==> config.mk <==
export PLATFORM = sky130hd
export DESIGN_NAME = rf_power_tick_controller
export DESIGN_NICKNAME = d
export VERILOG_FILES = /design/src/rtl/rfpt_pkg.sv /design/src/rtl/rf_power_tick_controller.sv /design/src/rtl/rfpt_knob.sv /design/src/rtl/rfpt_health.sv
export SDC_FILE = /design/constraint.sdc
export NUM_CORES = 1
export LEC_CHECK = 0
export ABC_CLOCK_PERIOD_IN_PS = 11330
export BUFFER_PORTS_ARGS = -buffer_cell sky130_fd_sc_hd__buf_2
export CORE_MARGIN = 3
export CORE_UTILIZATION = 52
export DETAILED_ROUTE_END_ITERATION = 10
export PLACE_DENSITY_LB_ADDON = 0.3
export SLEW_MARGIN = 0
export SYNTH_ARGS = -nofsm -noshare
export SYNTH_HDL_FRONTEND = slang
export SYNTH_SLANG_ARGS = --single-unit
==> constraint.sdc <==
create_clock -name clk_i -period 11.33 [get_ports clk_i]
set_clock_uncertainty 0.05 [all_clocks]
set_input_delay 1.133 -clock clk_i [delete_from_list [all_inputs] [get_ports clk_i]]
set_output_delay 1.133 -clock clk_i [all_outputs]
set_load 0.005 [all_outputs]
==> src/rtl/rfpt_pkg.sv <==
// ---------------------------------------------------------------------------
// rfpt_pkg
// Shared types, constants and the square-root level table of the RF power
// tick controller.
// ---------------------------------------------------------------------------
`default_nettype none

package rfpt_pkg;

  // default tuning of the controller
  localparam int PULSE_PERIOD_DEF = 100;
  localparam int PULSE_ON_DEF     = 20;
  localparam int KNOB_MAX_DEF     = 127;
  localparam int SLEW_STEP_DEF    = 20;
  localparam int FAULT_HOLD_DEF   = 512;
  localparam int BLINK_TOP_DEF    = 512;

  localparam int LEVEL_W = 9;
  localparam int KNOB_W  = 7;
  localparam int TEMP_W  = 10;
  localparam int SUM_W   = 18;
  localparam int AVG_W   = 8;
  localparam int HOLD_W  = 10;
  localparam int BLINK_W = 10;
  localparam int CFG_IDX_W  = 3;
  localparam int CFG_DATA_W = 10;

  localparam logic [LEVEL_W-1:0] LEVEL_CAP        = 9'd256;
  localparam logic [LEVEL_W-1:0] PWM_TOP          = 9'h100;
  localparam logic [TEMP_W-1:0]  TEMP_LIMIT_RESET = 10'd431;

  typedef enum logic [CFG_IDX_W-1:0] {
    REG_REMOTE_MODE       = 3'd0,
    REG_REMOTE_LEVEL      = 3'd1,
    REG_REMOTE_PULSE_MODE = 3'd2,
    REG_REMOTE_CH1_ON     = 3'd3,
    REG_REMOTE_CH2_ON     = 3'd4,
    REG_TEMP_LIMIT        = 3'd5
  } rfpt_reg_e;

  typedef struct packed {
    logic               remote_mode;
    logic [LEVEL_W-1:0] remote_level;
    logic               remote_pulse_mode;
    logic               remote_channel1_on;
    logic               remote_channel2_on;
    logic [TEMP_W-1:0]  temp_limit;
  } rfpt_cfg_t;

  typedef struct packed {
    logic              knob_a;
    logic              knob_b;
    logic              fault_in_1;
    logic              fault_in_2;
    logic [TEMP_W-1:0] temp_sample_1;
    logic [TEMP_W-1:0] temp_sample_2;
    logic              continuous_pin;
    logic              single_pin;
  } rfpt_item_t;

  // status from the health monitor for the tick being processed
  typedef struct packed {
    logic hold_any_old;  // either hold running before this tick
    logic hold_1;
    logic hold_2;
    logic hot_1;
    logic hot_2;
    logic pulse_gate;    // pulse timer inside its on window
  } rfpt_health_t;

  typedef struct packed {
    logic [LEVEL_W-1:0] pwm_value;
    logic               power_led_n;
    logic               overtemp_led_1_n;
    logic               overtemp_led_2_n;
    logic               fault_led_1_n;
    logic               fault_led_2_n;
    logic               remote_led_n;
    logic               rf_on;
    logic               enable_1;
    logic               enable_2;
  } rfpt_result_t;

  // piecewise-linear square root, 8 segments, slopes in 3.16
  localparam logic [KNOB_W-1:0] SEG_TOP [8] = '{
    7'd16, 7'd32, 7'd48, 7'd64, 7'd80, 7'd96, 7'd112, 7'd127
  };
  localparam logic [18:0] SEG_SLOPE [8] = '{
    19'd372184, 19'd154164, 19'd118294, 19'd99726,
    19'd87861, 19'd79432, 19'd73045, 19'd68127
  };
  localparam logic [6:0] SEG_BASE [8] = '{
    7'd0, 7'd53, 7'd71, 7'd84, 7'd96, 7'd106, 7'd116, 7'd124
  };

  function automatic logic [LEVEL_W-1:0] sqrt_level(logic [KNOB_W-1:0] pos);
    logic [2:0]  seg;
    logic [25:0] prod;
    seg = 3'd7;
    // first segment whose top covers the position
    for (int k = 7; k >= 0; k--) begin
      if (pos <= SEG_TOP[k]) seg = 3'(k);
    end
    prod = 26'(pos) * 26'(SEG_SLOPE[seg]);
    return {1'b0, prod[23:16]} + 9'(SEG_BASE[seg]);
  endfunction

endpackage

`default_nettype wire

==> src/rtl/rf_power_tick_controller.sv <==
// A tick transferred in waits in the input register, then loads into the result
// register once that is empty or its result is taken, and leaves from there.
// Throughput: one tick per cycle unless stalled; one registered pass per step.
// A stalled result register holds one finished tick while one more waits.
// Reset clears all tick state and loads temp_limit with 431, other regs 0.
// ---------------------------------------------------------------------------
// rf_power_tick_controller
// Per-tick RF power control: knob level, slew limiting, LEDs and enables.
// ---------------------------------------------------------------------------
`default_nettype none

module rf_power_tick_controller import rfpt_pkg::*; #(
  parameter int PULSE_PERIOD = PULSE_PERIOD_DEF,
  parameter int PULSE_ON     = PULSE_ON_DEF,
  parameter int KNOB_MAX     = KNOB_MAX_DEF,
  parameter int SLEW_STEP    = SLEW_STEP_DEF,
  parameter int FAULT_HOLD   = FAULT_HOLD_DEF,
  parameter int BLINK_TOP    = BLINK_TOP_DEF
) (
  input  wire logic                  clk_i,
  input  wire logic                  rst_ni,
  input  wire logic                  cfg_we_i,
  input  wire logic [CFG_IDX_W-1:0]  cfg_idx_i,
  input  wire logic [CFG_DATA_W-1:0] cfg_wdata_i,
  input  wire logic                  in_valid_i,
  output logic                       in_stall_o,
  input  wire logic                  knob_a_i,
  input  wire logic                  knob_b_i,
  input  wire logic                  fault_in_1_i,
  input  wire logic                  fault_in_2_i,
  input  wire logic [TEMP_W-1:0]     temp_sample_1_i,
  input  wire logic [TEMP_W-1:0]     temp_sample_2_i,
  input  wire logic                  continuous_pin_i,
  input  wire logic                  single_pin_i,
  output logic                       out_valid_o,
  input  wire logic                  out_stall_i,
  output logic [LEVEL_W-1:0]         pwm_value_o,
  output logic                       power_led_n_o,
  output logic                       overtemp_led_1_n_o,
  output logic                       overtemp_led_2_n_o,
  output logic                       fault_led_1_n_o,
  output logic                       fault_led_2_n_o,
  output logic                       remote_led_n_o,
  output logic                       rf_on_o,
  output logic                       enable_1_o,
  output logic                       enable_2_o
);

  localparam logic [BLINK_W-1:0] BLINK_LAST = BLINK_W'(BLINK_TOP);
  localparam logic [LEVEL_W:0]   STEP       = (LEVEL_W + 1)'(SLEW_STEP);

  rfpt_cfg_t          cfg_q;
  rfpt_item_t         item_q;
  logic               item_valid_q;
  rfpt_result_t       res_q, res_d;
  logic               out_valid_q;
  logic               adv;
  logic [LEVEL_W-1:0] level;
  rfpt_health_t       health;
  logic [BLINK_W-1:0] blink_q, blink_d;
  logic [LEVEL_W-1:0] slew_q, slew_d, level_eff;
  logic [LEVEL_W:0]   slew_up;
  logic               power_on, rf, en_1, en_2;

  // configuration writes
  always_ff @(posedge clk_i or negedge rst_ni) begin
    if (!rst_ni) begin
      cfg_q.remote_mode        <= 1'b0;
      cfg_q.remote_level       <= '0;
      cfg_q.remote_pulse_mode  <= 1'b0;
      cfg_q.remote_channel1_on <= 1'b0;
      cfg_q.remote_channel2_on <= 1'b0;
      cfg_q.temp_limit         <= TEMP_LIMIT_RESET;
    end else if (cfg_we_i) begin
      case (cfg_idx_i)
        REG_REMOTE_MODE:       cfg_q.remote_mode        <= cfg_wdata_i[0];
        REG_REMOTE_LEVEL:      cfg_q.remote_level       <= cfg_wdata_i[LEVEL_W-1:0];
        REG_REMOTE_PULSE_MODE: cfg_q.remote_pulse_mode  <= cfg_wdata_i[0];
        REG_REMOTE_CH1_ON:     cfg_q.remote_channel1_on <= cfg_wdata_i[0];
        REG_REMOTE_CH2_ON:     cfg_q.remote_channel2_on <= cfg_wdata_i[0];
        REG_TEMP_LIMIT:        cfg_q.temp_limit         <= cfg_wdata_i[TEMP_W-1:0];
        default: ;
      endcase
    end
  end

  // tick moves from the input register into the result register
  assign adv        = item_valid_q && (!out_valid_q || !out_stall_i);
  assign in_stall_o = item_valid_q && !adv;

  always_ff @(posedge clk_i or negedge rst_ni) begin
    if (!rst_ni) begin
      item_valid_q <= 1'b0;
    end else if (!in_stall_o) begin
      item_valid_q <= in_valid_i;
    end
  end

  always_ff @(posedge clk_i) begin
    if (in_valid_i && !in_stall_o) begin
      item_q.knob_a         <= knob_a_i;
      item_q.knob_b         <= knob_b_i;
      item_q.fault_in_1     <= fault_in_1_i;
      item_q.fault_in_2     <= fault_in_2_i;
      item_q.temp_sample_1  <= temp_sample_1_i;
      item_q.temp_sample_2  <= temp_sample_2_i;
      item_q.continuous_pin <= continuous_pin_i;
      item_q.single_pin     <= single_pin_i;
    end
  end

  rfpt_knob #(
    .KNOB_MAX (KNOB_MAX)
  ) u_knob (
    .clk_i    (clk_i),
    .rst_ni   (rst_ni),
    .adv_i    (adv),
    .knob_a_i (item_q.knob_a),
    .knob_b_i (item_q.knob_b),
    .cfg_i    (cfg_q),
    .level_o  (level)
  );

  rfpt_health #(
    .PULSE_PERIOD (PULSE_PERIOD),
    .PULSE_ON     (PULSE_ON),
    .FAULT_HOLD   (FAULT_HOLD)
  ) u_health (
    .clk_i    (clk_i),
    .rst_ni   (rst_ni),
    .adv_i    (adv),
    .item_i   (item_q),
    .cfg_i    (cfg_q),
    .health_o (health)
  );

  always_comb begin
    blink_d  = (blink_q >= BLINK_LAST) ? '0 : blink_q + 1'b1;
    power_on = blink_d < {level, 1'b0};

    level_eff = health.hold_any_old ? '0 : level;
    slew_up   = {1'b0, slew_q} + STEP;
    if (level_eff < slew_q) begin
      slew_d = level_eff;
    end else if ({1'b0, level_eff} >= slew_up) begin
      slew_d = slew_up[LEVEL_W-1:0];
    end else begin
      slew_d = level_eff;
    end

    if (cfg_q.remote_mode) begin
      rf   = !cfg_q.remote_pulse_mode || health.pulse_gate;
      en_1 = !health.hold_1 && !health.hot_1 && cfg_q.remote_channel1_on;
      en_2 = !health.hold_2 && !health.hot_2 && cfg_q.remote_channel2_on;
    end else begin
      rf   = item_q.continuous_pin || health.pulse_gate;
      en_1 = !health.hold_1 && !health.hot_1;
      en_2 = !health.hold_2 && !health.hot_2 && !item_q.single_pin;
    end

    res_d.pwm_value        = PWM_TOP - slew_d;
    res_d.power_led_n      = !power_on;
    res_d.overtemp_led_1_n = !health.hot_1;
    res_d.overtemp_led_2_n = !health.hot_2;
    res_d.fault_led_1_n    = !health.hold_1;
    res_d.fault_led_2_n    = !health.hold_2;
    res_d.remote_led_n     = !cfg_q.remote_mode;
    res_d.rf_on            = rf;
    res_d.enable_1         = en_1;
    res_d.enable_2         = en_2;
  end

  always_ff @(posedge clk_i or negedge rst_ni) begin
    if (!rst_ni) begin
      blink_q     <= '0;
      slew_q      <= '0;
      out_valid_q <= 1'b0;
    end else begin
      if (adv) begin
        blink_q <= blink_d;
        slew_q  <= slew_d;
      end
      if (adv) begin
        out_valid_q <= 1'b1;
      end else if (!out_stall_i) begin
        out_valid_q <= 1'b0;
      end
    end
  end

  always_ff @(posedge clk_i) begin
    if (adv) begin
      res_q <= res_d;
    end
  end

  assign out_valid_o        = out_valid_q;
  assign pwm_value_o        = res_q.pwm_value;
  assign power_led_n_o      = res_q.power_led_n;
  assign overtemp_led_1_n_o = res_q.overtemp_led_1_n;
  assign overtemp_led_2_n_o = res_q.overtemp_led_2_n;
  assign fault_led_1_n_o    = res_q.fault_led_1_n;
  assign fault_led_2_n_o    = res_q.fault_led_2_n;
  assign remote_led_n_o     = res_q.remote_led_n;
  assign rf_on_o            = res_q.rf_on;
  assign enable_1_o         = res_q.enable_1;
  assign enable_2_o         = res_q.enable_2;

  // a fault pin seen on a transfer shows on the next result
  a_fault_led: assert property (@(posedge clk_i) disable iff (!rst_ni)
    adv && item_q.fault_in_1 |=> out_valid_o && !fault_led_1_n_o)
    else $error("fault hold not reported");

  // the slewed level never rises by more than one step per tick
  a_slew_rise: assert property (@(posedge clk_i) disable iff (!rst_ni)
    adv |=> {1'b0, slew_q} <= {1'b0, $past(slew_q)} + STEP)
    else $error("slew step exceeded");

  // a tick waiting in the input register is never dropped
  a_item_kept: assert property (@(posedge clk_i) disable iff (!rst_ni)
    item_valid_q && !adv |=> item_valid_q)
    else $error("pending tick lost");

endmodule

`default_nettype wire

==> src/rtl/rfpt_knob.sv <==
// ---------------------------------------------------------------------------
// rfpt_knob
// Quadrature knob decoder with saturating position and level selection
// (square-root table in local mode, register in remote mode).
// ---------------------------------------------------------------------------
`default_nettype none

module rfpt_knob import rfpt_pkg::*; #(
  parameter int KNOB_MAX = KNOB_MAX_DEF
) (
  input  wire logic               clk_i,
  input  wire logic               rst_ni,
  input  wire logic               adv_i,
  input  wire logic               knob_a_i,
  input  wire logic               knob_b_i,
  input  wire rfpt_cfg_t          cfg_i,
  output logic [LEVEL_W-1:0]      level_o
);

  localparam logic [KNOB_W-1:0] POS_MAX = KNOB_W'(KNOB_MAX);

  logic              prev_a_q, prev_b_q;
  logic [KNOB_W-1:0] pos_q, pos_d;
  logic              step_up, step_dn;
  logic [LEVEL_W-1:0] raw_level;

  always_comb begin
    step_up = 1'b0;
    step_dn = 1'b0;
    // first matching edge wins: A rise, A fall, B rise, B fall
    if (knob_a_i && !prev_a_q) begin
      step_dn = knob_b_i;
      step_up = !knob_b_i;
    end else if (!knob_a_i && prev_a_q) begin
      step_up = knob_b_i;
      step_dn = !knob_b_i;
    end else if (knob_b_i && !prev_b_q) begin
      step_up = knob_a_i;
      step_dn = !knob_a_i;
    end else if (!knob_b_i && prev_b_q) begin
      step_dn = knob_a_i;
      step_up = !knob_a_i;
    end

    pos_d = pos_q;
    if (step_up && pos_q < POS_MAX) begin
      pos_d = pos_q + 1'b1;
    end else if (step_dn && pos_q != '0) begin
      pos_d = pos_q - 1'b1;
    end
  end

  always_ff @(posedge clk_i or negedge rst_ni) begin
    if (!rst_ni) begin
      prev_a_q <= 1'b0;
      prev_b_q <= 1'b0;
      pos_q    <= '0;
    end else if (adv_i && !cfg_i.remote_mode) begin
      prev_a_q <= knob_a_i;
      prev_b_q <= knob_b_i;
      pos_q    <= pos_d;
    end
  end

  always_comb begin
    raw_level = cfg_i.remote_mode ? cfg_i.remote_level : sqrt_level(pos_d);
    level_o   = (raw_level > LEVEL_CAP) ? LEVEL_CAP : raw_level;
  end

endmodule

`default_nettype wire

==> src/rtl/rfpt_health.sv <==
// ---------------------------------------------------------------------------
// rfpt_health
// Temperature averaging, fault hold timers and the pulse timer.
// ---------------------------------------------------------------------------
`default_nettype none

module rfpt_health import rfpt_pkg::*; #(
  parameter int PULSE_PERIOD = PULSE_PERIOD_DEF,
  parameter int PULSE_ON     = PULSE_ON_DEF,
  parameter int FAULT_HOLD   = FAULT_HOLD_DEF
) (
  input  wire logic         clk_i,
  input  wire logic         rst_ni,
  input  wire logic         adv_i,
  input  wire rfpt_item_t   item_i,
  input  wire rfpt_cfg_t    cfg_i,
  output rfpt_health_t      health_o
);

  localparam int PULSE_W = $clog2(PULSE_PERIOD + 1);
  localparam logic [PULSE_W-1:0] PULSE_TOP = PULSE_W'(PULSE_PERIOD);
  localparam logic [HOLD_W-1:0]  HOLD_LOAD = HOLD_W'(FAULT_HOLD);

  logic [SUM_W-1:0]   sum_1_q, sum_1_d, sum_2_q, sum_2_d;
  logic [SUM_W-1:0]   acc_1, acc_2;
  logic [AVG_W-1:0]   avg_q, avg_d;
  logic               ot_1_q, ot_1_d, ot_2_q, ot_2_d;
  logic [HOLD_W-1:0]  hold_1_q, hold_1_d, hold_2_q, hold_2_d;
  logic [PULSE_W-1:0] pulse_q, pulse_d;

  always_comb begin
    acc_1 = sum_1_q + SUM_W'(item_i.temp_sample_1);
    acc_2 = sum_2_q + SUM_W'(item_i.temp_sample_2);
    avg_d = avg_q + 1'b1;
    sum_1_d = acc_1;
    sum_2_d = acc_2;
    ot_1_d  = ot_1_q;
    ot_2_d  = ot_2_q;
    // window of 256 ticks closes when the counter wraps
    if (avg_d == '0) begin
      ot_1_d  = acc_1[SUM_W-1:8] < cfg_i.temp_limit;
      ot_2_d  = acc_2[SUM_W-1:8] < cfg_i.temp_limit;
      sum_1_d = '0;
      sum_2_d = '0;
    end

    if (item_i.fault_in_1)   hold_1_d = HOLD_LOAD;
    else if (hold_1_q != '0) hold_1_d = hold_1_q - 1'b1;
    else                     hold_1_d = hold_1_q;
    if (item_i.fault_in_2)   hold_2_d = HOLD_LOAD;
    else if (hold_2_q != '0) hold_2_d = hold_2_q - 1'b1;
    else                     hold_2_d = hold_2_q;

    pulse_d = (pulse_q < PULSE_TOP) ? pulse_q + 1'b1 : '0;
  end

  always_ff @(posedge clk_i or negedge rst_ni) begin
    if (!rst_ni) begin
      sum_1_q  <= '0;
      sum_2_q  <= '0;
      avg_q    <= '0;
      ot_1_q   <= 1'b0;
      ot_2_q   <= 1'b0;
      hold_1_q <= '0;
      hold_2_q <= '0;
      pulse_q  <= '0;
    end else if (adv_i) begin
      sum_1_q  <= sum_1_d;
      sum_2_q  <= sum_2_d;
      avg_q    <= avg_d;
      ot_1_q   <= ot_1_d;
      ot_2_q   <= ot_2_d;
      hold_1_q <= hold_1_d;
      hold_2_q <= hold_2_d;
      pulse_q  <= pulse_d;
    end
  end

  always_comb begin
    health_o.hold_any_old = (hold_1_q != '0) || (hold_2_q != '0);
    health_o.hold_1       = hold_1_d != '0;
    health_o.hold_2       = hold_2_d != '0;
    health_o.hot_1        = ot_1_d;
    health_o.hot_2        = ot_2_d;
    // an on window longer than the period keeps the gate open
    health_o.pulse_gate   = (PULSE_ON > PULSE_PERIOD) ||
                            (pulse_d < PULSE_W'(PULSE_ON));
  end

endmodule

`default_nettype wire

### After elaboration in Yosys (flattened, before gate mapping)

Memories as Yosys holds them, arrays and structs flattened.
Index checks and enable logic that the tools add are counted.

* bits in registers: 170
* bits in read-only memories: 208
* input port bits: 44
* output and inout port bits: 20
* logic and storage cells: 168
* memories kept: 2

Memory list
* (name not given): words 8, bits a word 19, rd ports 1, clocked after memory_dff 0, write ports 0, line rfpt_pkg.sv:104 `prod = 26'(pos) * 26'(SEG_SLOPE[seg]);`
* (name not given): words 8, bits a word 7, rd ports 1, clocked after memory_dff 0, write ports 0, line rfpt_pkg.sv:105 `return {1'b0, prod[23:16]} + 9'(SEG_BASE[seg]);`

* add/sub/neg operators: 12
* multiply operators: 1
* magnitude comparators: 18
* equality and inequality tests: 6
* muxes and demuxes: 41
* bitwise logic cells: 1
* reduce and logical (&&, ||, !) cells: 48

Operators by type and width (number)
* 10-bit 2-to-1 mux: 5
* 9-bit 2-to-1 mux: 5
* 10-bit nonzero test: 4
* 19-bit 2-to-1 mux: 2
* 18-bit by 10-bit adder with 18-bit output: 2
* 18-bit 2-to-1 mux: 2
* 7-bit 2-to-1 mux: 5
* 10-bit less-than comparator: 3
* 7-bit less-or-equal comparator, second input constant: 4
* 7-bit by 19-bit multiplier with 24-bit output: 1
* 10-bit by 1-bit subtractor with 10-bit output, second input constant: 2
* 1-bit logical NOT: 16
* 1-bit 2-to-1 mux: 16
* 1-bit logical AND: 15
* 7-bit by 1-bit adder with 7-bit output, second input constant: 2
* 7-bit by 6-bit less-or-equal comparator with 1-bit output, second input constant: 2
* 7-bit less-than comparator, second input constant: 2
* 3-bit 2-to-1 mux: 4
* 2-bit AND reduction: 6
* 10-bit by 1-bit adder with 10-bit output, second input constant: 1
* 9-bit by 5-bit adder with 10-bit output, second input constant: 1
* 10-bit >= comparator, second input constant: 1
* 9-bit by 10-bit >= comparator with 1-bit output: 1
* 8-bit by 7-bit adder with 9-bit output: 1
* other kinds (18): 24

### Longest topological paths before layout

Gate-level depths: netlist of the first run.

* depth in word-level cells: 31
* depth in mapped cells: 63
* depth with buffers taken out: 61

### Hierarchy

A second synthesis of the first run with hierarchy kept.

* cell total of the unflattened synthesis: 1677
* area, all modules: 15280.9 µm²

By module, submodules not included
* rfpt_knob: instances 1, cells each 680, area each 5420.2 µm², seq. area each 225.2 µm²
* rfpt_health: instances 1, cells each 614, area each 5341.4 µm², seq. area each 1826.8 µm²
* rf_power_tick_controller: instances 1, cells each 383, area each 4519.3 µm², seq. area each 2431.1 µm²

### Least setup slack after synthesis of the first run

OpenSTA, ideal clock, no wires.

* kind: register to register
* start: reg u_knob.pos_q[0]
* end: reg res_q (netlist bit pwm_value_o[6]) (data pin)
* data arrival time: 12193 ps
* path slack: -1186 ps
* cell stages (with the launch flop): 62
* buffers on the path: 2
* period minus slack after synthesis: 12516 ps
* cells stage by stage: dfrtp_1 > inv_1 > ha_1 > nor4b_2 > nor3b_2 > or2_2 > o32ai_1 > xnor2_1 > nand3_1 > nor2_1 > nor2_1 > a21oi_1 > inv_1 > ha_1 > o21a_1 > o32ai_1 > nor2_1 > fa_1 > [26 not listed] > buf_2 > nor2b_4 > inv_1 > ha_1 > nand2b_1 > a21oi_1 > nor2_1 > o21ai_0 > a21oi_1 > o21ai_0 > a211oi_1 > clkbuf_1 > nor3_1 > a21oi_1 > ha_1 > o311a_1 > nor3b_1 > xnor2_1

RTL lines
* start: declaration: line rfpt_knob.sv:23 `logic [KNOB_W-1:0] pos_q, pos_d;`
* start signal: assignment: line rfpt_knob.sv:61 `pos_q <= pos_d;`
* end signal: assignment: line rf_power_tick_controller.sv:193 `res_q <= res_d;`
* end: declaration: line rf_power_tick_controller.sv:55 `rfpt_result_t res_q, res_d;`

==> results summary, run 1 <==
The run finished, with violations left. The final reports fail on negative setup slack. The share of synthesized cell area in and, or, nand and nor gates is 18.2%.

The register area share after synthesis is between 30 and 40%. The arrival time of data at the critical path endpoint came out at 11.88 ns. The number of global-route vias before repair is 12,934.

The floorplan has 60 rows. The final weighted congestion in routability-driven placement is 0.935. The final-report hold violation count is 0. The total global-route track usage is 25.1%. The post-synthesis net count came out at 1,868. The XOR/XNOR share of the synthesized area is 4.27%. For this run, design rule violations remaining after detail routing come to 0. The number of failing setup endpoints in the final timing report came out at 11. Among all stages on the critical path, the largest delay is contributed by sky130_fd_sc_hd__fa_1. The launch instance of the worst register-to-register path is u_knob.pos_q[1]. The cell family contributing the most delay on the critical path is compound AO/OA/AOI/OAI gates. Clock-pin slew was measured on the worst setup and hold paths at around 0.070 ns. After Yosys synthesis, full adders, half adders and majority gates account for 21.9% of the synthesized area. The area added between synthesis and finish is 24.0%.

The final antenna-violating net count came out at 0. The initial core utilization is 53.4%. The setup slack of the worst register-to-register path is -0.42 ns.

The I/O pin count came out at 64. The first global-routing pass estimated 62.8 mm of wire. The tree built by TritonCTS fans out to 170 sinks. The element type at the critical path start is a register.

The number of violations reported at the end of detailed-routing iteration 0 came out at 1,160. Setup repair after global routing could not meet its margin everywhere. The number of cells on the worst reg-to-reg path is 60. The area fraction of the dominant cell type after synthesis came out at 20.5%. The die span in x came out at around 170 um.

The total iterations of the first detailed-routing run came out at 5. In this run the worst setup path begins at u_knob.pos_q[1]. In the final layout, flip-flops and latches occupy around 0.0045 mm2. The number of buffers inserted by hold repair at cts is 0.

The total of max-cap violations came out at 0. In this run, synthesis produced a sequential element count of 170. The worst setup path is captured at a register. The routed layout has 12,719 vias.

The fraction of final layout cells sized beyond drive strength 1 came out at 26.2%. The antenna diode count came out at 0. After synthesis, the share of flip-flops with an asynchronous set or reset is 74.1%. The buffer depth of the longest clock path is 2. The proportion of synthesized area in mux cells came out at 2.61%. The total of warnings raised by yosys is 0. The worst slew margin relative to its limit came out at 34.6%. After synthesis, the mean cell area works out to 8.99 um2.

After layout, the worst path uses 104% of the clock period. The count of buffer and inverter cells on the critical path is 10. The number of enable flip-flop cells after synthesis is 44. Setup slack on the critical path of the routed design comes to -0.423 ns. The initial antenna violation count came to 1. The final-stage net count came out at 2,090. The transition at the pin with the smallest max-transition slack came out at between 0.9 and 1 ns. By area, the combinational part of the netlist is dominated by adder cells. The core region area came out at 0.0273 mm2. The dominant synthesized flop cell is sky130_fd_sc_hd__dfrtp_1. After layout, the minimum clock period comes to 11.75 ns. Following the worst setup path forward leads to its endpoint at pwm_value_o[7]. The mapped cell area came out at 0.0146 mm2.

The multi-input combinational cell area came out at 0.0100 mm2. Clock tree synthesis selected as its root buffer the cell sky130_fd_sc_hd__clkbuf_16. The die covers approximately 0.03 mm2. The compound-gate portion of the synthesized area came out at about 16%. The worst hold path belongs to the class register to register. The post-DP HPWL came out at 26.9 mm. The worst-path maximum fanout is 6. Summed over all instances, the cell type with the most area after synthesis is sky130_fd_sc_hd__dfrtp_1. The total detailed-routing wirelength is 37.8 mm. The total number of H-tree levels came out at 4. Derived from the worst setup path, the maximum achievable clock frequency is 85.1 MHz.

TritonCTS built the clock tree. The overall overflow remaining after global route came out at 0. The largest net degree at the start of global routing came out at 69.

The count of cell instances traversed by the critical path is 60. In the post-synthesis netlist, the biggest area contributors are sky130_fd_sc_hd__dfrtp_1, sky130_fd_sc_hd__fa_1, sky130_fd_sc_hd__ha_1. The post-route core utilization is 66.2%. The critical path is of the register to register type.

In this run, CTS created clock tree buffers numbering 17. The via-per-instance ratio came out at 5.71. The number of max-slew violations in the final report came to 0. The die height came out at 173 um. At the later pin of the worst-skew pair, clock insertion delay measures about 0.44 ns. The worst register-to-register path ends at pwm_value_o[7]. The number of buffer cells added on primary ports came out at 63. The count of different cell masters after synthesis is 90. The post-synthesis instance total came out at approximately 1,600. At the worst endpoint, the required time is ~11 ns. In this design, the stage delay of the slowest critical-path cell is around 0.57 ns.

The fill cell instance count of the final layout is approximately 2,100. The worst setup slack before clock tree synthesis is -0.576 ns. Dividing the detail-routed wire length by the instance count gives 17.0 um.
[cell type report]
cell class                      instances  area share, %
Sequential cell                       170           24.8
Tap cell                              372           2.58
Clock buffer                           21           2.68
Timing Repair Buffer                  269           10.6
Multi-Input combinational cell       1231           55.5
Clock inverter                         11          0.652
Inverter                              153           3.20
[worst min-delay path by stage]
stage / from / to / slack (ns) / depth (start not counted)
4_1_cts: u_health.sum_2_q[2] / u_health.sum_2_q[2] / 0.44 / 2
3_3_place_gp: u_health.sum_1_q[2] / u_health.sum_1_q[2] / 0.41 / 2
5_1_grt: u_health.sum_1_q[8] / u_health.sum_1_q[8] / 0.47 / 2
6_report: u_health.hold_2_q[1] / u_health.hold_2_q[1] / 0.44 / 2
2_1_floorplan: u_health.sum_1_q[2] / u_health.sum_1_q[2] / 0.40 / 2
3_5_place_dp: u_health.sum_2_q[2] / u_health.sum_2_q[2] / 0.42 / 2
[worst reg2reg max path, delay by kind of cell (launching register included)]
kind                       cells  cell delay (ns)
DFF                            1             0.39
buffers and inverters         10             1.23
and+or+nand+nor               17             2.87
adders and majority gates      9             3.07
AOI/OAI and AO/OA             21             3.45
xor gates and xnor gates       3             0.42
[kinds of logic (layout without fill, tap and decap cells)]
family,count (synthesis),in the layout
compound gates,368,368
buf+inv,219,454
flops,170,170
xor+xnor,71,71
simple gates,554,554
fa+ha+maj,204,204
mux,34,34
[registers in the layout, indices dropped and copies added (netlist names), 9 cells and up]
register,flops
blink_q,10
u_health.hold_2_q,10
slew_q,9
pwm_value_o,9
u_health.sum_2_q,18
cfg_q,23
item_q,26
u_health.sum_1_q,18
u_health.hold_1_q,10
[through the flow]
stage	instance area, um2	cells	setup TNS [ns]	hold slack, ns
after floorplan	14800	1620	-0.0654	0.397
after global routing	18000	2227	-11.36	0.465
after global placement	16500	2149	-0.334	0.412
after detailed placement	16500	2149	-5.32	0.422
after CTS	17800	2218	0	0.438
final	18000	2227	-2.92	0.435
[layout by cell type (no fill, tap or decap), types with 9 or more instances in the layout]
cell type and count:
sky130_fd_sc_hd__buf_4 197, sky130_fd_sc_hd__nand2_1 173, sky130_fd_sc_hd__inv_1 141, sky130_fd_sc_hd__nor2_1 140, sky130_fd_sc_hd__dfrtp_1 119, sky130_fd_sc_hd__o21ai_0 114, sky130_fd_sc_hd__ha_1 102, sky130_fd_sc_hd__fa_1 84
sky130_fd_sc_hd__buf_2 62, sky130_fd_sc_hd__a21oi_1 55, sky130_fd_sc_hd__xnor2_1 48, sky130_fd_sc_hd__edfxtp_1 44, sky130_fd_sc_hd__nand3_1 32, sky130_fd_sc_hd__o31ai_1 30, sky130_fd_sc_hd__nor3_1 29, sky130_fd_sc_hd__mux2_2 28
sky130_fd_sc_hd__nand2b_1 27, sky130_fd_sc_hd__xor2_1 19, sky130_fd_sc_hd__clkbuf_16 19, sky130_fd_sc_hd__a21o_1 16, sky130_fd_sc_hd__o21ai_1 15, sky130_fd_sc_hd__nor2_2 14, sky130_fd_sc_hd__nor2b_1 13, sky130_fd_sc_hd__ha_4 13
sky130_fd_sc_hd__a31oi_1 12, sky130_fd_sc_hd__or3_1 12, sky130_fd_sc_hd__or2_2 12, sky130_fd_sc_hd__and3_1 11, sky130_fd_sc_hd__inv_2 11, sky130_fd_sc_hd__nand4_1 11, sky130_fd_sc_hd__a21oi_2 10, sky130_fd_sc_hd__and2_1 9
sky130_fd_sc_hd__o21a_1 9, sky130_fd_sc_hd__buf_6 9
[routing by layer]
metal	global-route usage, %	wire (um)	vias to the layer above
li1	-	-	6063
met1	32.8	16400	6237
met2	43.1	18700	344
met3	4.38	2010	75
met4	6.59	753	0
met5	0	0	-
[what timing repair did]
item	CTS	global route
resized for setup	83	46
cloned	0	0
setup endpoints to repair	18	18
buffers inserted	38	9
pin swaps	73	24
[cells in the mapped netlist, types with 11 or more instances]
| cell type | count |
|---|---|
| sky130_fd_sc_hd__a21o_1 | 17 |
| sky130_fd_sc_hd__a21oi_1 | 68 |
| sky130_fd_sc_hd__a31oi_1 | 15 |
| sky130_fd_sc_hd__and3_1 | 11 |
| sky130_fd_sc_hd__clkbuf_1 | 54 |
| sky130_fd_sc_hd__dfrtp_1 | 119 |
| sky130_fd_sc_hd__edfxtp_1 | 44 |
| sky130_fd_sc_hd__fa_1 | 85 |
| sky130_fd_sc_hd__ha_1 | 119 |
| sky130_fd_sc_hd__inv_1 | 152 |
| sky130_fd_sc_hd__mux2_2 | 28 |
| sky130_fd_sc_hd__nand2_1 | 178 |
| sky130_fd_sc_hd__nand2b_1 | 30 |
| sky130_fd_sc_hd__nand3_1 | 34 |
| sky130_fd_sc_hd__nand4_1 | 11 |
| sky130_fd_sc_hd__nor2_1 | 159 |
| sky130_fd_sc_hd__nor2b_1 | 15 |
| sky130_fd_sc_hd__nor3_1 | 31 |
| sky130_fd_sc_hd__o21ai_0 | 132 |
| sky130_fd_sc_hd__o31ai_1 | 30 |
| sky130_fd_sc_hd__or2_2 | 16 |
| sky130_fd_sc_hd__or3_1 | 14 |
| sky130_fd_sc_hd__xnor2_1 | 52 |
| sky130_fd_sc_hd__xor2_1 | 19 |
Power of run 1 is not shown: default switching activity piles up to over one toggle a cycle in this logic, so the estimate is an artifact.
==> inputs of run 2 (changes only) <==
--- a/config.mk
+++ b/config.mk
@@ -7,10 +7,12 @@
 export LEC_CHECK = 0
 export ABC_CLOCK_PERIOD_IN_PS = 11330
 export BUFFER_PORTS_ARGS = -buffer_cell sky130_fd_sc_hd__buf_2
+export CORE_ASPECT_RATIO = 0.8
 export CORE_MARGIN = 3
 export CORE_UTILIZATION = 52
 export DETAILED_ROUTE_END_ITERATION = 10
 export PLACE_DENSITY_LB_ADDON = 0.3
+export RECOVER_POWER = 50
 export SLEW_MARGIN = 0
 export SYNTH_ARGS = -nofsm -noshare
 export SYNTH_HDL_FRONTEND = slang
==> run 2 against run 1 <==
Effect of this change: first-iteration DRC count shrank 16%; the run ends with max-capacitance violations, max-slew violations, negative setup slack left; critical path depth grew 1; via count shrank 1.2%; clock-buffer cell count shrank 2; wire length grew 0.49%; core utilization shrank 2.0 points; sequential share of layout area grew 0.61 points; worst setup slack gained 0.083 ns; flip-flop and latch count is the same; largest cell class unchanged; maximum frequency grew 0.71%.
==> results summary, run 2 (synthesis gave the netlist of run 1 again) <==
Relative to the synthesized area, the layout overhead comes to 21.0%. Setup violations remaining at the end of the flow were counted as 11. The detail route stage leaves a number of antenna-violating nets equal to 0. For this run, design rule violations remaining after detail routing come to 0. In the final routed layout, each cell accounts on average for 17.3 um. The register with the most flip-flops in the final layout is item_q. The row count came out at between 50 and 60. The final-stage net count came out at just over 2,000. The number of buffer cells added on primary ports is 63. The die area came out at between 0.03 and 0.04 mm2. Dividing the final minimum period by the clock period gives 103%. The clock slew seen by the registers of the worst setup and hold paths came out at 0.07 ns.

STA classifies the critical path endpoint as a register. Leaving out fill and tap cells, the most frequent cell in the layout is sky130_fd_sc_hd__nand2_1. The worst setup path is of the register to register kind. The total global-route track usage is a little over a quarter. The I/O pin count came out at between 60 and 70. The run finished, with violations left. The post-DP HPWL came out at 27.8 mm.

The worst-case hold slack is 0.437 ns. For this run, the slowest stage of the critical path takes ~0.55 ns. The minimum clock period is 11.67 ns. In this run the worst hold path is classified as register to register. The pre-antenna-repair detailed-routing pass consisted of 8 iterations. The library cells used most frequently in the layout, excluding fill and tap cells, are sky130_fd_sc_hd__nand2_1, sky130_fd_sc_hd__buf_4, sky130_fd_sc_hd__nor2_1.

The number of global-route vias before repair is 12,546. The worst-path maximum fanout is 7. The slowest stage of the critical path is the sky130_fd_sc_hd__fa_1 cell. The TritonCTS clock tree is built. The number of violations reported at the end of detailed-routing iteration 0 came out at roughly 970. The via-per-instance ratio is 5.72. The core region area is ~0.027 mm2. The number of max-slew violations in the final report came to about 160.

The total number of H-tree levels came out at 4. The flip-flop count of the largest register, all copies and words added came out at 26. The first-pass GRT wire length is around 63 mm.

The worst slew margin relative to its limit is -140%. In this run, CTS created clock tree buffers numbering 17. The transition at the pin with the smallest max-transition slack is 3.60 ns. The upper clock frequency limit came out at 85.7 MHz. Entering global routing, the biggest net connects 66 pins. The congestion estimate from routability-driven global placement came to 0.910. The total number of vias is 12,564. After layout, the worst setup slack is -0.340 ns. The arrival time of data at the critical path endpoint came out at about 12 ns. The buffer depth of the longest clock path came out at 2.

The final-report hold violation count is 0. CTS placed an instance of sky130_fd_sc_hd__clkbuf_16 at the clock tree root. For this run, the share of the core covered by cells in the final layout is between 60 and 70%.

The checks that failed: max-capacitance violations, max-slew violations, negative setup slack. The die height came out at about 160 um. The data required time of the worst path is 11.47 ns.

The clock drives 170 sinks. STA classifies the critical path startpoint as a register. The later pin in the worst-skew pair is clocked with a latency of 0.44 ns. The initial core utilization came out at between 50 and 60%. In the final layout, the registers with the most flip-flops are item_q: 26 flops, cfg_q: 23 flops. The die is about 190 um wide. Among the stages of the critical path, the cell type that occurs most often is sky130_fd_sc_hd__buf_4. The overall overflow remaining after global route came out at 0. Max-cap violations in this run came to 3.

Setup repair after global routing could not meet its margin everywhere. Summed over all layers, the routed wires come to 38.0 mm. The post-route netlist has 22.9% of its cells at a drive strength greater than 1. The worst setup slack before clock tree synthesis is -0.635 ns.

The initial antenna violation count came out at 0.
run 2: area by class of cell:
type,count,area [um2]
inverters,153,577
clock buffers,19,454
diodes,1,2.50
repair buffers,245,1680
clock inverters,13,140
flip-flops and latches,170,4480
fillers,2188,9820
multi-input cells,1231,9820
well taps,364,455
run 2: metal layers:
metal / wire length, um / track usage, %
met4: 571 / 5.68
met2: 17000 / 39.6
met1: 17800 / 39.0
met3: 2630 / 4.69
met5: 0 / 0
run 2: metrics by stage:
step / TNS [ns] / area [um2] / instances
floorplan: -0.0654 / 14800 / 1620
CTS: -0.580 / 17400 / 2184
global placement: -0.643 / 16500 / 2134
finish: -2.23 / 17600 / 2196
detailed placement: -6.49 / 16500 / 2134
global route: -11.56 / 17600 / 2195
run 2: final timing paths:
path,startpoint,to,slack [ns],depth (start not counted)
max,u_knob.pos_q[1],pwm_value_o[5],-0.34,61
min,u_health.sum_2_q[3],u_health.sum_2_q[3],0.44,2
max reg2reg,u_knob.pos_q[1],pwm_value_o[5],-0.34,61
min reg2reg,u_health.sum_2_q[3],u_health.sum_2_q[3],0.44,2
max in group asynchronous,rst_ni,u_health.hold_2_q[0],4.94,2
min in group asynchronous,rst_ni,u_health.sum_1_q[2],1.86,1
run 2: repair_timing:
| item | 4_1_cts | 5_1_grt |
|---|---|---|
| endpoints found under the setup margin | 18 | 19 |
| resized for setup | 53 | 24 |
| hold buffers | 0 | 0 |
| buffers inserted | 21 | 11 |
| pin swaps | 42 | 37 |
| hold endpoints to repair | 0 | 0 |
run 2: critical path: cells and delay by family, from the launching register on:
family / cells / cell delay, ns
flip-flops: 1 / 0.39
buffers and inverters: 15 / 1.79
AO/OA/AOI/OAI: 22 / 3.27
adder cells (fa/ha/maj): 9 / 3.07
AND/OR/NAND/NOR: 12 / 2.37
XOR/XNOR: 3 / 0.46
Power of run 2 is left out for the same reason.
==> inputs of run 3 (changes only) <==
--- a/config.mk
+++ b/config.mk
@@ -11,7 +11,7 @@
 export CORE_MARGIN = 3
 export CORE_UTILIZATION = 52
 export DETAILED_ROUTE_END_ITERATION = 10
-export PLACE_DENSITY_LB_ADDON = 0.3
+export PLACE_DENSITY = 0.72
 export RECOVER_POWER = 50
 export SLEW_MARGIN = 0
 export SYNTH_ARGS = -nofsm -noshare
==> run 3 against run 2 <==
Effect of this change: the run still ends with max-capacitance violations, max-slew violations, negative setup slack left; sequential share of layout area is 0.26 points higher; highest routed layer is now met5; clock-buffer cell count increased by 1; flip-flop and latch count did not move; wire length shrank 2.4%; worst hold slack worse by 0.0048 ns; die area is the same; design area down 1.0%; core utilization shrank 0.65 points; cell count fell by 0.23%; via count down 0.31%; maximum frequency shrank 0.28%.
==> results summary, run 3 (synthesis gave the netlist of run 1 again) <==
The flow ran to the end, but the final reports show violations. The final reports fail on max-capacitance violations, max-slew violations, negative setup slack. The worst hold path belongs to the class register to register.

The clock tree root driver cell is sky130_fd_sc_hd__clkbuf_16. The initial antenna violation count came to 1. In this run the cell area measured after placement is 0.0165 mm2. Leaving out fill and tap cells, the most frequent cell in the layout is sky130_fd_sc_hd__nand2_1.

The total of max-cap violations came out at 3. The average routed wire per standard cell came out at 16.9 um. The worst-case setup margin in the final layout came out at -0.372 ns.

The clock slew seen by the registers of the worst setup and hold paths is 0.07 ns. The total detailed-routing wirelength is 37.1 mm. In the final layout, the registers with the most flip-flops are item_q: 26 flops, cfg_q: 23 flops.

CTS built an H-tree with a depth of 4. The overall overflow remaining after global route is 0. The worst hold path depth came out at 2. The number of failing setup endpoints in the final timing report came out at 13. At the worst endpoint, the arrival time is 11.84 ns. The area added between synthesis and finish came out at 19.8%.

The total number of vias came out at 12,525. The clock latency of the later-clocked register in the worst-skew pair came out at between 0.4 and 0.5 ns. The first detailed-routing pass ran for 5 iterations. The total global-route track usage came out at 25.6%. The slowest cell on the critical path is sky130_fd_sc_hd__fa_1.

The final antenna-violating net count is 0. The library cells used most frequently in the layout, excluding fill and tap cells, are sky130_fd_sc_hd__nand2_1, sky130_fd_sc_hd__buf_4, sky130_fd_sc_hd__nor2_1. The count of clock tree sinks is 170.

The antenna diode count came out at 0. The die area came out at approximately 0.03 mm2. item_q holds more flip-flops than any other register.

The fraction of final layout cells sized beyond drive strength 1 came out at around 22%. The maximum single-stage delay on the critical path came out at 0.54 ns. The number of buffers inserted by hold repair at cts is 0. The core region area came out at approximately 0.027 mm2. STA classifies the critical path endpoint as a register. The data required time of the worst path came out at 11.47 ns.

Headroom to the max-slew limit came out at -147%. The startpoint identified for the worst register-to-register timing path is u_knob.pos_q[0]. The minimum clock period came out at 11.70 ns. The number of max-slew violations in the final report came out at 156. Setup repair after global routing could not meet its margin everywhere. In the routed design, unresolved DRC markers number 0. The die span in x came out at 193 um. The buffer depth of the longest clock path came out at 2. STA classifies the critical path startpoint as a register. The number of cells on the worst reg-to-reg path is 59. The I/O pin count came out at 64.

The flip-flop count of the largest register, all copies and words added is 26. The tightest hold path in the finished design has a slack of between 0.4 and 0.5 ns. At the end of routability-driven placement, the weighted congestion stood at ~0.93.

After layout, the worst path uses 103% of the clock period. The initial core utilization is 53.1%. Row generation in the floorplan step produced 54 rows. The number of buffer cells added on primary ports is 63. In this run the worst path has a maximum fanout of 9. The die is 156 um tall. The TritonCTS buffer count is 17. Tracing the worst setup path back leads to its startpoint at u_knob.pos_q[0]. The number of global-route vias before repair came to approximately 13,000. The fill cell instance count of the final layout is 2,270. TritonCTS built the clock tree.

The upper clock frequency limit came out at 85.5 MHz. The largest net degree at the start of global routing is 72. Detailed placement finished with a half-perimeter wire length of 27.9 mm. The transition at the pin with the smallest max-transition slack came out at ~3.7 ns. The class of the most critical setup path is register to register. The first-pass GRT wire length is 62.0 mm. The worst hold path terminates at u_health.sum_1_q[2]. The number of violations reported at the end of detailed-routing iteration 0 is slightly above 800. The setup slack of the worst register-to-register path came out at -0.37 ns. The most numerous cell type found on the critical path is sky130_fd_sc_hd__fa_1. The final-stage net count came out at 2,062. The final-report hold violation count was 0.

After detailed routing, the number of vias per cell comes to 5.72. With fillers left out, the area of the finished cells amounts to 0.0174 mm2. In this run the most critical hold path is launched from u_health.sum_1_q[2]. The worst reg2reg path endpoint is pwm_value_o[6].
run 3: cell types whose count changed in the layout (fill, tap and decap cells not counted), sizes merged:
cell      change
buf           -6
clkbuf        +3
clkinvlp      -2
inv           +2
bufinv        -1
diode         -1
run 3: worst max path at each step:
stage                endpoint  slack [ns]
3_3_place_gp   pwm_value_o[8]       -0.13
4_1_cts        pwm_value_o[8]       -0.27
2_1_floorplan  pwm_value_o[8]       -0.04
5_1_grt        pwm_value_o[6]       -1.03
6_report       pwm_value_o[6]       -0.37
3_5_place_dp   pwm_value_o[8]       -0.68
run 3: layout make-up:
| class | count | area (um2) | share of cell area (%) |
|---|---|---|---|
| Inverter | 153 | 577 | 3.31 |
| Multi-Input combinational cell | 1231 | 9730 | 55.8 |
| Timing Repair Buffer | 241 | 1630 | 9.36 |
| Clock buffer | 20 | 447 | 2.56 |
| Tap cell | 364 | 455 | 2.61 |
| Sequential cell | 170 | 4480 | 25.7 |
| Clock inverter | 12 | 114 | 0.653 |
run 3: metal layers:
layer	vias up	global-route usage [%]	share of wire [%]
met4	2	4.99	0.98
met2	387	39.5	45
met3	38	5.88	7.5
met5	-	0	0.030
li1	6006	-	-
met1	6092	37.3	47
run 3: through the flow:
stage          setup slack, ns  setup TNS [ns]  std cells  utilization [%]
2_1_floorplan          -0.0364         -0.0654       1620                -
3_3_place_gp            -0.135          -0.463       2137             60.1
3_5_place_dp            -0.678           -6.49       2137             60.1
4_1_cts                 -0.270           -1.38       2185             62.9
5_1_grt                  -1.03          -13.78       2191             63.6
6_report                -0.372           -2.64       2191             63.6
run 3: critical path: cells and delay by family, from the launching register on:
| kind | cells | cell delay [ns] |
|---|---|---|
| and+or+nand+nor | 16 | 2.73 |
| adders and majority gates | 10 | 3.48 |
| AOI/OAI and AO/OA | 19 | 3.05 |
| xor gates and xnor gates | 3 | 0.57 |
| DFF | 1 | 0.40 |
| buffers and inverters | 11 | 1.15 |
run 3: timing repair:
item,CTS,global route
resized for setup,27,34
setup buffers,16,6
pin swaps,25,25
endpoints found under the setup margin,18,19
Power of run 3 is left out for the same reason.
